`src/hdl/magic_length_frame_deframer_core_assert.svh`:
```
// Assertion macros shared by the deframer RTL.
`ifndef MAGIC_LENGTH_FRAME_DEFRAMER_CORE_ASSERT_SVH
`define MAGIC_LENGTH_FRAME_DEFRAMER_CORE_ASSERT_SVH

// Same-cycle implication, checked outside reset.
`define MLFD_ASSERT_IMPLY(label, clk, rst, ante, cons) \
   label: assert property (@(posedge clk) disable iff (rst) (ante) |-> (cons)) \
      else $error("mlfd same-cycle check failed");

// Next-cycle implication, checked outside reset.
`define MLFD_ASSERT_NEXT(label, clk, rst, ante, cons) \
   label: assert property (@(posedge clk) disable iff (rst) (ante) |=> (cons)) \
      else $error("mlfd next-cycle check failed");

`endif

```
`src/hdl/mlfd_pkg.sv`:
```
package mlfd_pkg;

   typedef enum logic [2:0] {
      ST_HEADER  = 3'd0,
      ST_PAYLOAD = 3'd1,
      ST_EMPTY   = 3'd2,
      ST_ERROR   = 3'd3,
      ST_SKIP    = 3'd4
   } status_type;

   localparam int unsigned CSR_INDEX_W = 3;

   localparam logic [CSR_INDEX_W-1:0] CSR_EXPECTED_VERSION = 3'd0;
   localparam logic [CSR_INDEX_W-1:0] CSR_REQUEST_KIND     = 3'd1;
   localparam logic [CSR_INDEX_W-1:0] CSR_RESPONSE_KIND    = 3'd2;
   localparam logic [CSR_INDEX_W-1:0] CSR_EVENT_KIND       = 3'd3;
   localparam logic [CSR_INDEX_W-1:0] CSR_MAX_LENGTH       = 3'd4;

   localparam logic [3:0] SYNC_BYTES = 4'd4;
   localparam logic [3:0] HDR_BYTES  = 4'd12;

   localparam logic [7:0] SYNC_PATTERN [4] = '{8'h41, 8'h51, 8'h4D, 8'h47};

endpackage

```
`src/hdl/magic_length_frame_deframer_core.sv`:
```
// Byte-stream deframer for magic- and length-prefixed frames.
// req_ channel: one received byte per beat (req_rx_byte) plus req_chunk_end,
// which marks the last byte of a feed chunk and ends skipping after an error.
// rsp_ channel: exactly one result beat per request beat, in order: status,
// payload byte, frame kind, last flag and the running drop and error counts.
// csr_ port: single-cycle writes of version, the three kind codes and the
// maximum payload length; write only while no beat is in flight.
// Latency: a result is valid the cycle after its request beat is taken.
// Throughput: one byte per cycle; each byte is decoded by one pass of compare,
// shift and counter logic between the request port and the result register.
// A stalled receiver holds the result register; req_ready then drops until
// the held beat is taken, so nothing is lost or repeated.
// Reset (synchronous, active high) clears the hunt and frame state, both
// counters and the result valid, and loads the register defaults; the block
// takes a byte in the first cycle after reset.
module magic_length_frame_deframer_core (
   input  logic                            clock,
   input  logic                            reset,
   input  logic                            req_valid,
   output logic                            req_ready,
   input  logic [7:0]                      req_rx_byte,
   input  logic                            req_chunk_end,
   output logic                            rsp_valid,
   input  logic                            rsp_ready,
   output mlfd_pkg::status_type            rsp_status,
   output logic [7:0]                      rsp_data_byte,
   output logic [7:0]                      rsp_frame_kind,
   output logic                            rsp_frame_last,
   output logic [63:0]                     rsp_dropped_count,
   output logic [31:0]                     rsp_error_count,
   input  logic                            csr_wr_en,
   input  logic [mlfd_pkg::CSR_INDEX_W-1:0] csr_index,
   input  logic [31:0]                     csr_wr_data
);
   import mlfd_pkg::*;

   logic [7:0]  expected_version_ff;
   logic [7:0]  request_kind_ff;
   logic [7:0]  response_kind_ff;
   logic [7:0]  event_kind_ff;
   logic [31:0] max_length_ff;

   logic [3:0]  header_count_ff, header_count_in;
   logic [63:0] header_fields_ff, header_fields_in;
   logic [31:0] payload_length_ff, payload_length_in;
   logic [31:0] payload_count_ff, payload_count_in;
   logic        skip_ff, skip_in;
   logic [63:0] dropped_total_ff, dropped_total_in;
   logic [31:0] error_total_ff, error_total_in;

   logic        rsp_valid_ff;
   status_type  status_ff, status_in;
   logic [7:0]  data_ff, data_in;
   logic [7:0]  kind_ff, kind_in;
   logic        last_ff, last_in;

   logic        accept;
   logic [63:0] fields_shift;
   logic [31:0] count_inc;
   logic        hdr_bad;

   assign req_ready = !rsp_valid_ff || rsp_ready;
   assign accept    = req_valid && req_ready;

   assign fields_shift = {header_fields_ff[55:0], req_rx_byte};
   assign count_inc    = payload_count_ff + 32'd1;

   // Header check on the shifted-in view, valid when the twelfth byte arrives.
   assign hdr_bad = (fields_shift[63:56] != expected_version_ff)
                 || !((fields_shift[55:48] == request_kind_ff)
                      || (fields_shift[55:48] == response_kind_ff)
                      || (fields_shift[55:48] == event_kind_ff))
                 || (fields_shift[47:40] != 8'd0)
                 || (fields_shift[39:32] != 8'd0)
                 || (fields_shift[31:0] > max_length_ff);

   always_comb begin
      header_count_in   = header_count_ff;
      header_fields_in  = header_fields_ff;
      payload_length_in = payload_length_ff;
      payload_count_in  = payload_count_ff;
      skip_in           = skip_ff;
      dropped_total_in  = dropped_total_ff;
      error_total_in    = error_total_ff;
      status_in         = ST_HEADER;
      data_in           = 8'd0;
      kind_in           = 8'd0;
      last_in           = 1'b0;

      if (skip_ff) begin
         status_in = ST_SKIP;
         if (req_chunk_end) begin
            skip_in = 1'b0;
         end
      end else if (header_count_ff < SYNC_BYTES) begin
         if (req_rx_byte == SYNC_PATTERN[header_count_ff[1:0]]) begin
            header_count_in = header_count_ff + 4'd1;
         end else begin
            // Drop the byte; a first sync byte restarts the hunt at one.
            dropped_total_in = dropped_total_ff + 64'd1;
            header_count_in  = (req_rx_byte == SYNC_PATTERN[0]) ? 4'd1 : 4'd0;
         end
      end else if (header_count_ff < HDR_BYTES) begin
         header_fields_in = fields_shift;
         header_count_in  = header_count_ff + 4'd1;
         if (header_count_ff == HDR_BYTES - 4'd1) begin
            if (hdr_bad) begin
               error_total_in    = error_total_ff + 32'd1;
               header_count_in   = 4'd0;
               header_fields_in  = 64'd0;
               payload_length_in = 32'd0;
               payload_count_in  = 32'd0;
               status_in         = ST_ERROR;
               skip_in           = !req_chunk_end;
            end else if (fields_shift[31:0] == 32'd0) begin
               status_in         = ST_EMPTY;
               kind_in           = fields_shift[55:48];
               last_in           = 1'b1;
               header_count_in   = 4'd0;
               header_fields_in  = 64'd0;
               payload_length_in = 32'd0;
               payload_count_in  = 32'd0;
            end else begin
               payload_length_in = fields_shift[31:0];
               payload_count_in  = 32'd0;
            end
         end
      end else begin
         payload_count_in = count_inc;
         status_in        = ST_PAYLOAD;
         data_in          = req_rx_byte;
         kind_in          = header_fields_ff[55:48];
         if (count_inc == payload_length_ff) begin
            last_in           = 1'b1;
            header_count_in   = 4'd0;
            header_fields_in  = 64'd0;
            payload_length_in = 32'd0;
            payload_count_in  = 32'd0;
         end
      end
   end

   always_ff @(posedge clock) begin
      if (reset) begin
         expected_version_ff <= 8'd1;
         request_kind_ff     <= 8'd0;
         response_kind_ff    <= 8'd1;
         event_kind_ff       <= 8'd2;
         max_length_ff       <= 32'd65536;
      end else if (csr_wr_en) begin
         case (csr_index)
            CSR_EXPECTED_VERSION: expected_version_ff <= csr_wr_data[7:0];
            CSR_REQUEST_KIND:     request_kind_ff     <= csr_wr_data[7:0];
            CSR_RESPONSE_KIND:    response_kind_ff    <= csr_wr_data[7:0];
            CSR_EVENT_KIND:       event_kind_ff       <= csr_wr_data[7:0];
            CSR_MAX_LENGTH:       max_length_ff       <= csr_wr_data;
            default: ;
         endcase
      end
   end

   always_ff @(posedge clock) begin
      if (reset) begin
         header_count_ff   <= 4'd0;
         header_fields_ff  <= 64'd0;
         payload_length_ff <= 32'd0;
         payload_count_ff  <= 32'd0;
         skip_ff           <= 1'b0;
         dropped_total_ff  <= 64'd0;
         error_total_ff    <= 32'd0;
         rsp_valid_ff      <= 1'b0;
      end else begin
         if (accept) begin
            header_count_ff   <= header_count_in;
            header_fields_ff  <= header_fields_in;
            payload_length_ff <= payload_length_in;
            payload_count_ff  <= payload_count_in;
            skip_ff           <= skip_in;
            dropped_total_ff  <= dropped_total_in;
            error_total_ff    <= error_total_in;
            rsp_valid_ff      <= 1'b1;
         end else if (rsp_ready) begin
            rsp_valid_ff <= 1'b0;
         end
      end
   end

   // Result payload: load on accept, hold while stalled.
   always_ff @(posedge clock) begin
      if (accept) begin
         status_ff <= status_in;
         data_ff   <= data_in;
         kind_ff   <= kind_in;
         last_ff   <= last_in;
      end
   end

   assign rsp_valid         = rsp_valid_ff;
   assign rsp_status        = status_ff;
   assign rsp_data_byte     = data_ff;
   assign rsp_frame_kind    = kind_ff;
   assign rsp_frame_last    = last_ff;
   assign rsp_dropped_count = dropped_total_ff;
   assign rsp_error_count   = error_total_ff;

`include "magic_length_frame_deframer_core_assert.svh"

   `MLFD_ASSERT_IMPLY(a_last_only_frame, clock, reset, rsp_valid && rsp_frame_last, (rsp_status == ST_PAYLOAD) || (rsp_status == ST_EMPTY))
   `MLFD_ASSERT_IMPLY(a_skip_no_frame, clock, reset, skip_ff, header_count_ff == 4'd0)
   `MLFD_ASSERT_NEXT(a_skip_result, clock, reset, accept && skip_ff, rsp_valid && (rsp_status == ST_SKIP))
   `MLFD_ASSERT_IMPLY(a_error_step, clock, reset, !$past(reset) && !$stable(error_total_ff), rsp_valid && (rsp_status == ST_ERROR))

endmodule
```
`config.mk`:
```
export PLATFORM = sky130hd
export DESIGN_NAME = magic_length_frame_deframer_core
export DESIGN_NICKNAME = d
export VERILOG_FILES = /design/src/hdl/mlfd_pkg.sv /design/src/hdl/magic_length_frame_deframer_core.sv
export VERILOG_INCLUDE_DIRS = /design/src /design/src/hdl
export SDC_FILE = /design/constraint.sdc
export NUM_CORES = 1
export LEC_CHECK = 0
export BUFFER_PORTS_ARGS = -buffer_cell sky130_fd_sc_hd__buf_2
export CAP_MARGIN = 0
export CORE_MARGIN = 2
export CORE_UTILIZATION = 55
export DETAILED_ROUTE_END_ITERATION = 8
export PLACE_DENSITY = 0.81
export SYNTH_ARGS = -nofsm -noshare
export SYNTH_HDL_FRONTEND = slang
export SYNTH_SLANG_ARGS = --single-unit
```
`constraint.sdc`:
```
create_clock -name clock -period 7.9 [get_ports clock]
set_input_delay 1.58 -clock clock [delete_from_list [all_inputs] [get_ports clock]]
set_output_delay 1.58 -clock clock [all_outputs]
set_load 0.1 [all_outputs]
```
# [Word-level counts from Yosys, hierarchy flattened]
# Index checks and enable logic that the tools add are counted.
[classes] n_eq_ne=13 muxes=46 n_lt_le_gt_ge=4 add_sub_neg=4 bitwise_logic=6 n_reduce_logical=32
[ops] cell="2-to-1 mux 56 bit" n=5
[ops] cell="2-to-1 mux 32 bit" n=8
[ops] cell="adder 32 x 1 -> 32 bit (second input constant)" n=2
[ops] cell="adder 64 x 1 -> 64 bit (second input constant)" n=1
[ops] cell="2-to-1 mux 8 bit" n=6
[ops] cell="equality test 32 bit" n=1
[ops] cell="equality test 8 bit" n=4
[ops] cell="> comparator 32 bit" n=1
[ops] cell="zero test 32 bit" n=1
[ops] cell="2-to-1 mux 4 bit" n=7
[ops] cell="binary-select mux 8 bit (select 2 bit)" n=1
[ops] cell="nonzero test 8 bit" n=2
[ops] cell="2-to-1 mux 1 bit" n=14
[ops] cell="AND reduction 4 bit" n=3
[ops] cell="AND reduction 2 bit" n=5
[ops] cell="equality test 8 x 7 -> 1 bit (second input constant)" n=1
[ops] cell="inequality test 8 bit" n=1
[ops] cell="logical OR 1 bit" n=7
[ops] cell="equality test 3 x 2 -> 1 bit (second input constant)" n=2
[ops] cell="2-to-1 mux 2 bit" n=3
[ops] cell="2-to-1 mux 3 bit" n=2
[ops] cell="AND reduction 6 bit" n=1
[ops] cell="inverter 1 bit" n=5
[ops] cell="AND reduction 5 bit" n=1
[ops] cell="other kinds (18)" n=21
[word_totals] output_inout_bits=118 inputBits=49 register_bits=306

# [Depth between registers and ports, before layout]
[depth] word_depth=13 ltp_mapped=14 ltp_nobuf=11

# [Least setup slack after synthesis]
# Ideal clock, no wire load.
[synth_timing] path_type="in2reg" from="input port rsp_ready" to="register error_total_ff[24], in the netlist rsp_error_count[24]" required_ns=7.772 stages=10 path_buffers=2 arrival_time_ns=4.696 setup_time_ns=0.128 setup_slack_ns=3.077 cell_sequence="nand2b_1 and2_1 nor2b_1 clkbuf_1 and3_1 o211ai_1 clkbuf_1 nor4_1 xnor2_1 nor2_1"
[synth_via] elab_chain_cells=3
[synth_lines] element="start: declaration" line="magic_length_frame_deframer_core.sv:24" rtl="input logic rsp_ready,"
[synth_lines] element="logical OR 1 bit" line="magic_length_frame_deframer_core.sv:62" rtl="assign req_ready = !rsp_valid_ff || rsp_ready;"
[synth_lines] element="logical AND 1 bit" line="magic_length_frame_deframer_core.sv:63" rtl="assign accept = req_valid && req_ready;"
[synth_lines] element="net accept" line="magic_length_frame_deframer_core.sv:57" rtl="logic accept;"
[synth_lines] element="AND reduction 6 bit (no source line)"
[synth_lines] element="end signal: assignment" line="magic_length_frame_deframer_core.sv:180" rtl="error_total_ff <= error_total_in;"
[synth_lines] element="end: declaration" line="magic_length_frame_deframer_core.sv:49" rtl="logic [31:0] error_total_ff, error_total_in;"
# The timed path passes the listed nets, and every way through them passes these cells.
# A chain may end at the register's enable or synchronous reset.

# [Final worst setup path]
[layout_timing] from="input port rsp_ready" to="register error_total_ff[29], in the netlist rsp_error_count[29]"
# The elaborated chain is that of the path after synthesis.

==> results.ini <==
[yosys]
ys_seq_elements=306
netlist.area_leader.share_pct=39.3
synthArstFlopShare_pct=0
synth_largest_area_cell=dfxtp_1
syn_area_per_cell_sq_um=8.34
ys_seq_area_share_pct=43.4
synth_nets=1833
synth_top_flop_cell=dfxtp_1
netlist_top_cells_area=dfxtp_1 (39%), nand2_1 (6.8%), a21oi_1 (5.6%), xnor2_1 (4.8%), xor2_1 (4.7%)
synthCells=1746
yosysUniqueCellTypes=68
netlist_area_sq_um=14600
ys_warn_count=0
synth-edff-count=20

[timing]
fmax_ghz=0.212
tightestPinTransition_ns=1.11
min_period_ns=4.72
relSlewSlack_pct=25.4
final.setup.worst_slack_ns=3.18
final_max_slew_viol_count=0
final.setup.tns_ns=0
hold_viol_final=0
finClkSkew_ns=0.0163
finalCritPeriodShare_pct=59.8
rsz0062_at_grt=false
setup_viol_count_final=0

[setup_path]
path_cells=buf_2, nand2b_1, and2_1, nor2b_1, nand2_1, nor2_1, o211ai_1, or3_1, or3_1, a21oi_1
end_kind=flop
r2r-end=payload_length_ff[27]
worstSetupPathType=in2reg
cp_slowest_cell=and2_1
crit-reg2reg-launch=payload_count_ff[2]
arrival_ns=5.13
cp_max_fo=23
reg2reg_slack_ns=3.55
r2r_cells=10
crit_path_frequent_cell=or3_1
crit_path_max_incr_delay_ns=0.82
worst-path-buf-inv=1
cp-start-kind=input port
required_ns=8.30
cp_top_family=simple AND/OR/NAND/NOR gates

[placement]
routabilityCongestion=0.897
dpl.cell_count=2149
portBuffers=166
pre_cts_slack_ns=2.76
post-dp-hpwl_mm=25.6

[die]
core_area_sq_um=26100
num_rows=59
start_util_pct=55.9
io_pins=167
fp.dieH_um=167
fp.dieArea_sq_um=27800
die_w_um=167

[clocking]
clkTransAtPathRegs_ns=0.06
cts_tree=built
cts_buffer_depth=3
htree_levels=2
clkSinkCount=306
root_buffer=clkbuf_16
clk_latency_ns=0.51
cts_made_buffers=34
cts-resized-gates=0
post-cts-setup-buffer-count=0
ctsHoldBuffers=0

[layout]
layout_commonest_cell=dfxtp_1
fill_cells=2154
layout.nets=1937
multi_input_area_sq_um=7620
layout.cells.non_filler=2211
final_cell_mix=dfxtp_1 (286), nand2_1 (262), buf_2 (165), a21oi_1 (163), nor2_1 (137)
regArea_sq_um=6330
final_layout_size_suffix_gt1_share_pct=13.7
syn2layout_area_growth_pct=14.3
finish.utilization_pct=63.9

[pwr]
clkPwrFrac_pct=47.9
internal_power_mw=2.61
switching_share_pct=23.1
total_power_mw=3.39
power.switching_mw=0.785
pwr-share-comb_pct=5.3
ir_worst_vdd_mv=0.176
powerDensity_nw_per_um2=204
seqPwrFrac_pct=46.8
p_leak_nw=6.40

[global_routing]
grt_pass1_wl_mm=61.1
grt_pass1_vias=12400
antenna_found_initial=1
grt_max_degree=137
grt.total_usage_pct=26.1
gr-total-overflow=0

[min_path]
hp-class=reg2reg
holdPathEnd=max_length_ff[25]
hold_depth=2
hp-start=max_length_ff[25]

[detailed_routing]
ant_nets=0
drc=0
drt-total-wl_mm=37.5
avgViaCountPerCell=5.87
dr.first_iter.drc_count=1098
avgRoutedWirePerCell_um=17.0
vias=13000
first_pass_iters=5

[job]
drv_cap=0

[run_status]
status=finished clean

## registers in the layout, indices dropped and copies added (netlist names)
name                 cells
event_kind_ff            8
expected_version_ff      8
header_count_ff          4
header_fields_ff        56
max_length_ff           32
payload_count_ff        32
payload_length_ff       32
request_kind_ff          8
response_kind_ff         8
rsp_data_byte            8
rsp_dropped_count       64
rsp_error_count         32
rsp_frame_kind           8
rsp_frame_last           1
rsp_status               3
rsp_valid                1
skip_ff                  1
## cells by family after synthesis
group / after synthesis / synth area share, %
flip-flops: 306 / 43.4
AO/OA/AOI/OAI: 375 / 15.4
XOR/XNOR: 158 / 9.50
adder cells (fa/ha/maj): 38 / 3.26
buffers and inverters: 163 / 4.48
multiplexers: 17 / 1.19
AND/OR/NAND/NOR: 689 / 22.8
## final cells by class
cell class,instances,area share [%]
multi-input combinational,1277,45.8
sequential,306,38.0
clock buffer,48,6.03
timing repair buffer,177,5.52
tap,335,2.52
inverter,54,1.22
clock inverter,13,0.947
antenna,1,0.0150
## synthesized netlist by cell type, types with 3 or more instances
library cell	count
dfxtp_1	286
nand2_1	263
a21oi_1	164
nor2_1	137
clkbuf_1	94
o21ai_0	89
xnor2_1	80
xor2_1	78
inv_1	54
nand3_1	54
ha_1	38
nand4_1	37
nor4_1	35
a22o_1	33
and3_1	32
or3_1	27
a31oi_1	25
edfxtp_1	20
nor3_1	19
and2_1	17
nand2b_1	16
mux2i_1	15
a21o_1	14
nor2b_1	10
a22oi_1	9
nand3b_1	8
buf_2	7
a211oi_1	6
and4_1	6
or2_2	6
or4_1	6
a41oi_1	5
o211ai_1	5
buf_6	4
nor3b_1	4
o22ai_1	3
## stage by stage
step / hold slack (ns) / instance area (sq um)
2_1_floorplan: 0.436 / 14600
3_3_place_gp: 0.444 / 15500
3_5_place_dp: 0.448 / 15500
4_1_cts: 0.456 / 16600
5_1_grt: 0.481 / 16600
6_report: 0.455 / 16700
## layer usage
metal	routed length, um	up-vias	track usage (%)
li1	-	6268	-
met1	16000	6131	33.2
met2	17900	471	44.7
met3	2260	112	3.78
met4	1350	0	10.6
met5	0	-	0
## tightest hold or removal path, cell delays in order, from the launching register on
cell and delay, ns:
dfxtp_1 0.31, nand2_1 0.05, a21oi_1 0.05
## power by group through the flow
stage,sequential (mW),combinational (mW),clock [mW]
6_report,1.59,0.180,1.63
3_5_place_dp,1.62,0.177,0
5_1_grt,1.59,0.192,1.71
4_1_cts,1.59,0.178,1.65
2_1_floorplan,1.66,0.0829,0
3_3_place_gp,1.62,0.173,0
## worst max path at each step
stage | cells past startpoint | slack, ns | endpoint | startpoint
2_1_floorplan | 10 | 3.08 | rsp_error_count[24] | rsp_ready
4_1_cts | 10 | 3.28 | rsp_error_count[29] | rsp_ready
5_1_grt | 10 | 2.94 | rsp_error_count[29] | rsp_ready
6_report | 10 | 3.18 | rsp_error_count[29] | rsp_ready
3_5_place_dp | 10 | 2.76 | rsp_error_count[29] | rsp_ready
3_3_place_gp | 10 | 2.91 | rsp_error_count[31] | rsp_ready
No activity file was read; power rests on OpenSTA's default activity.
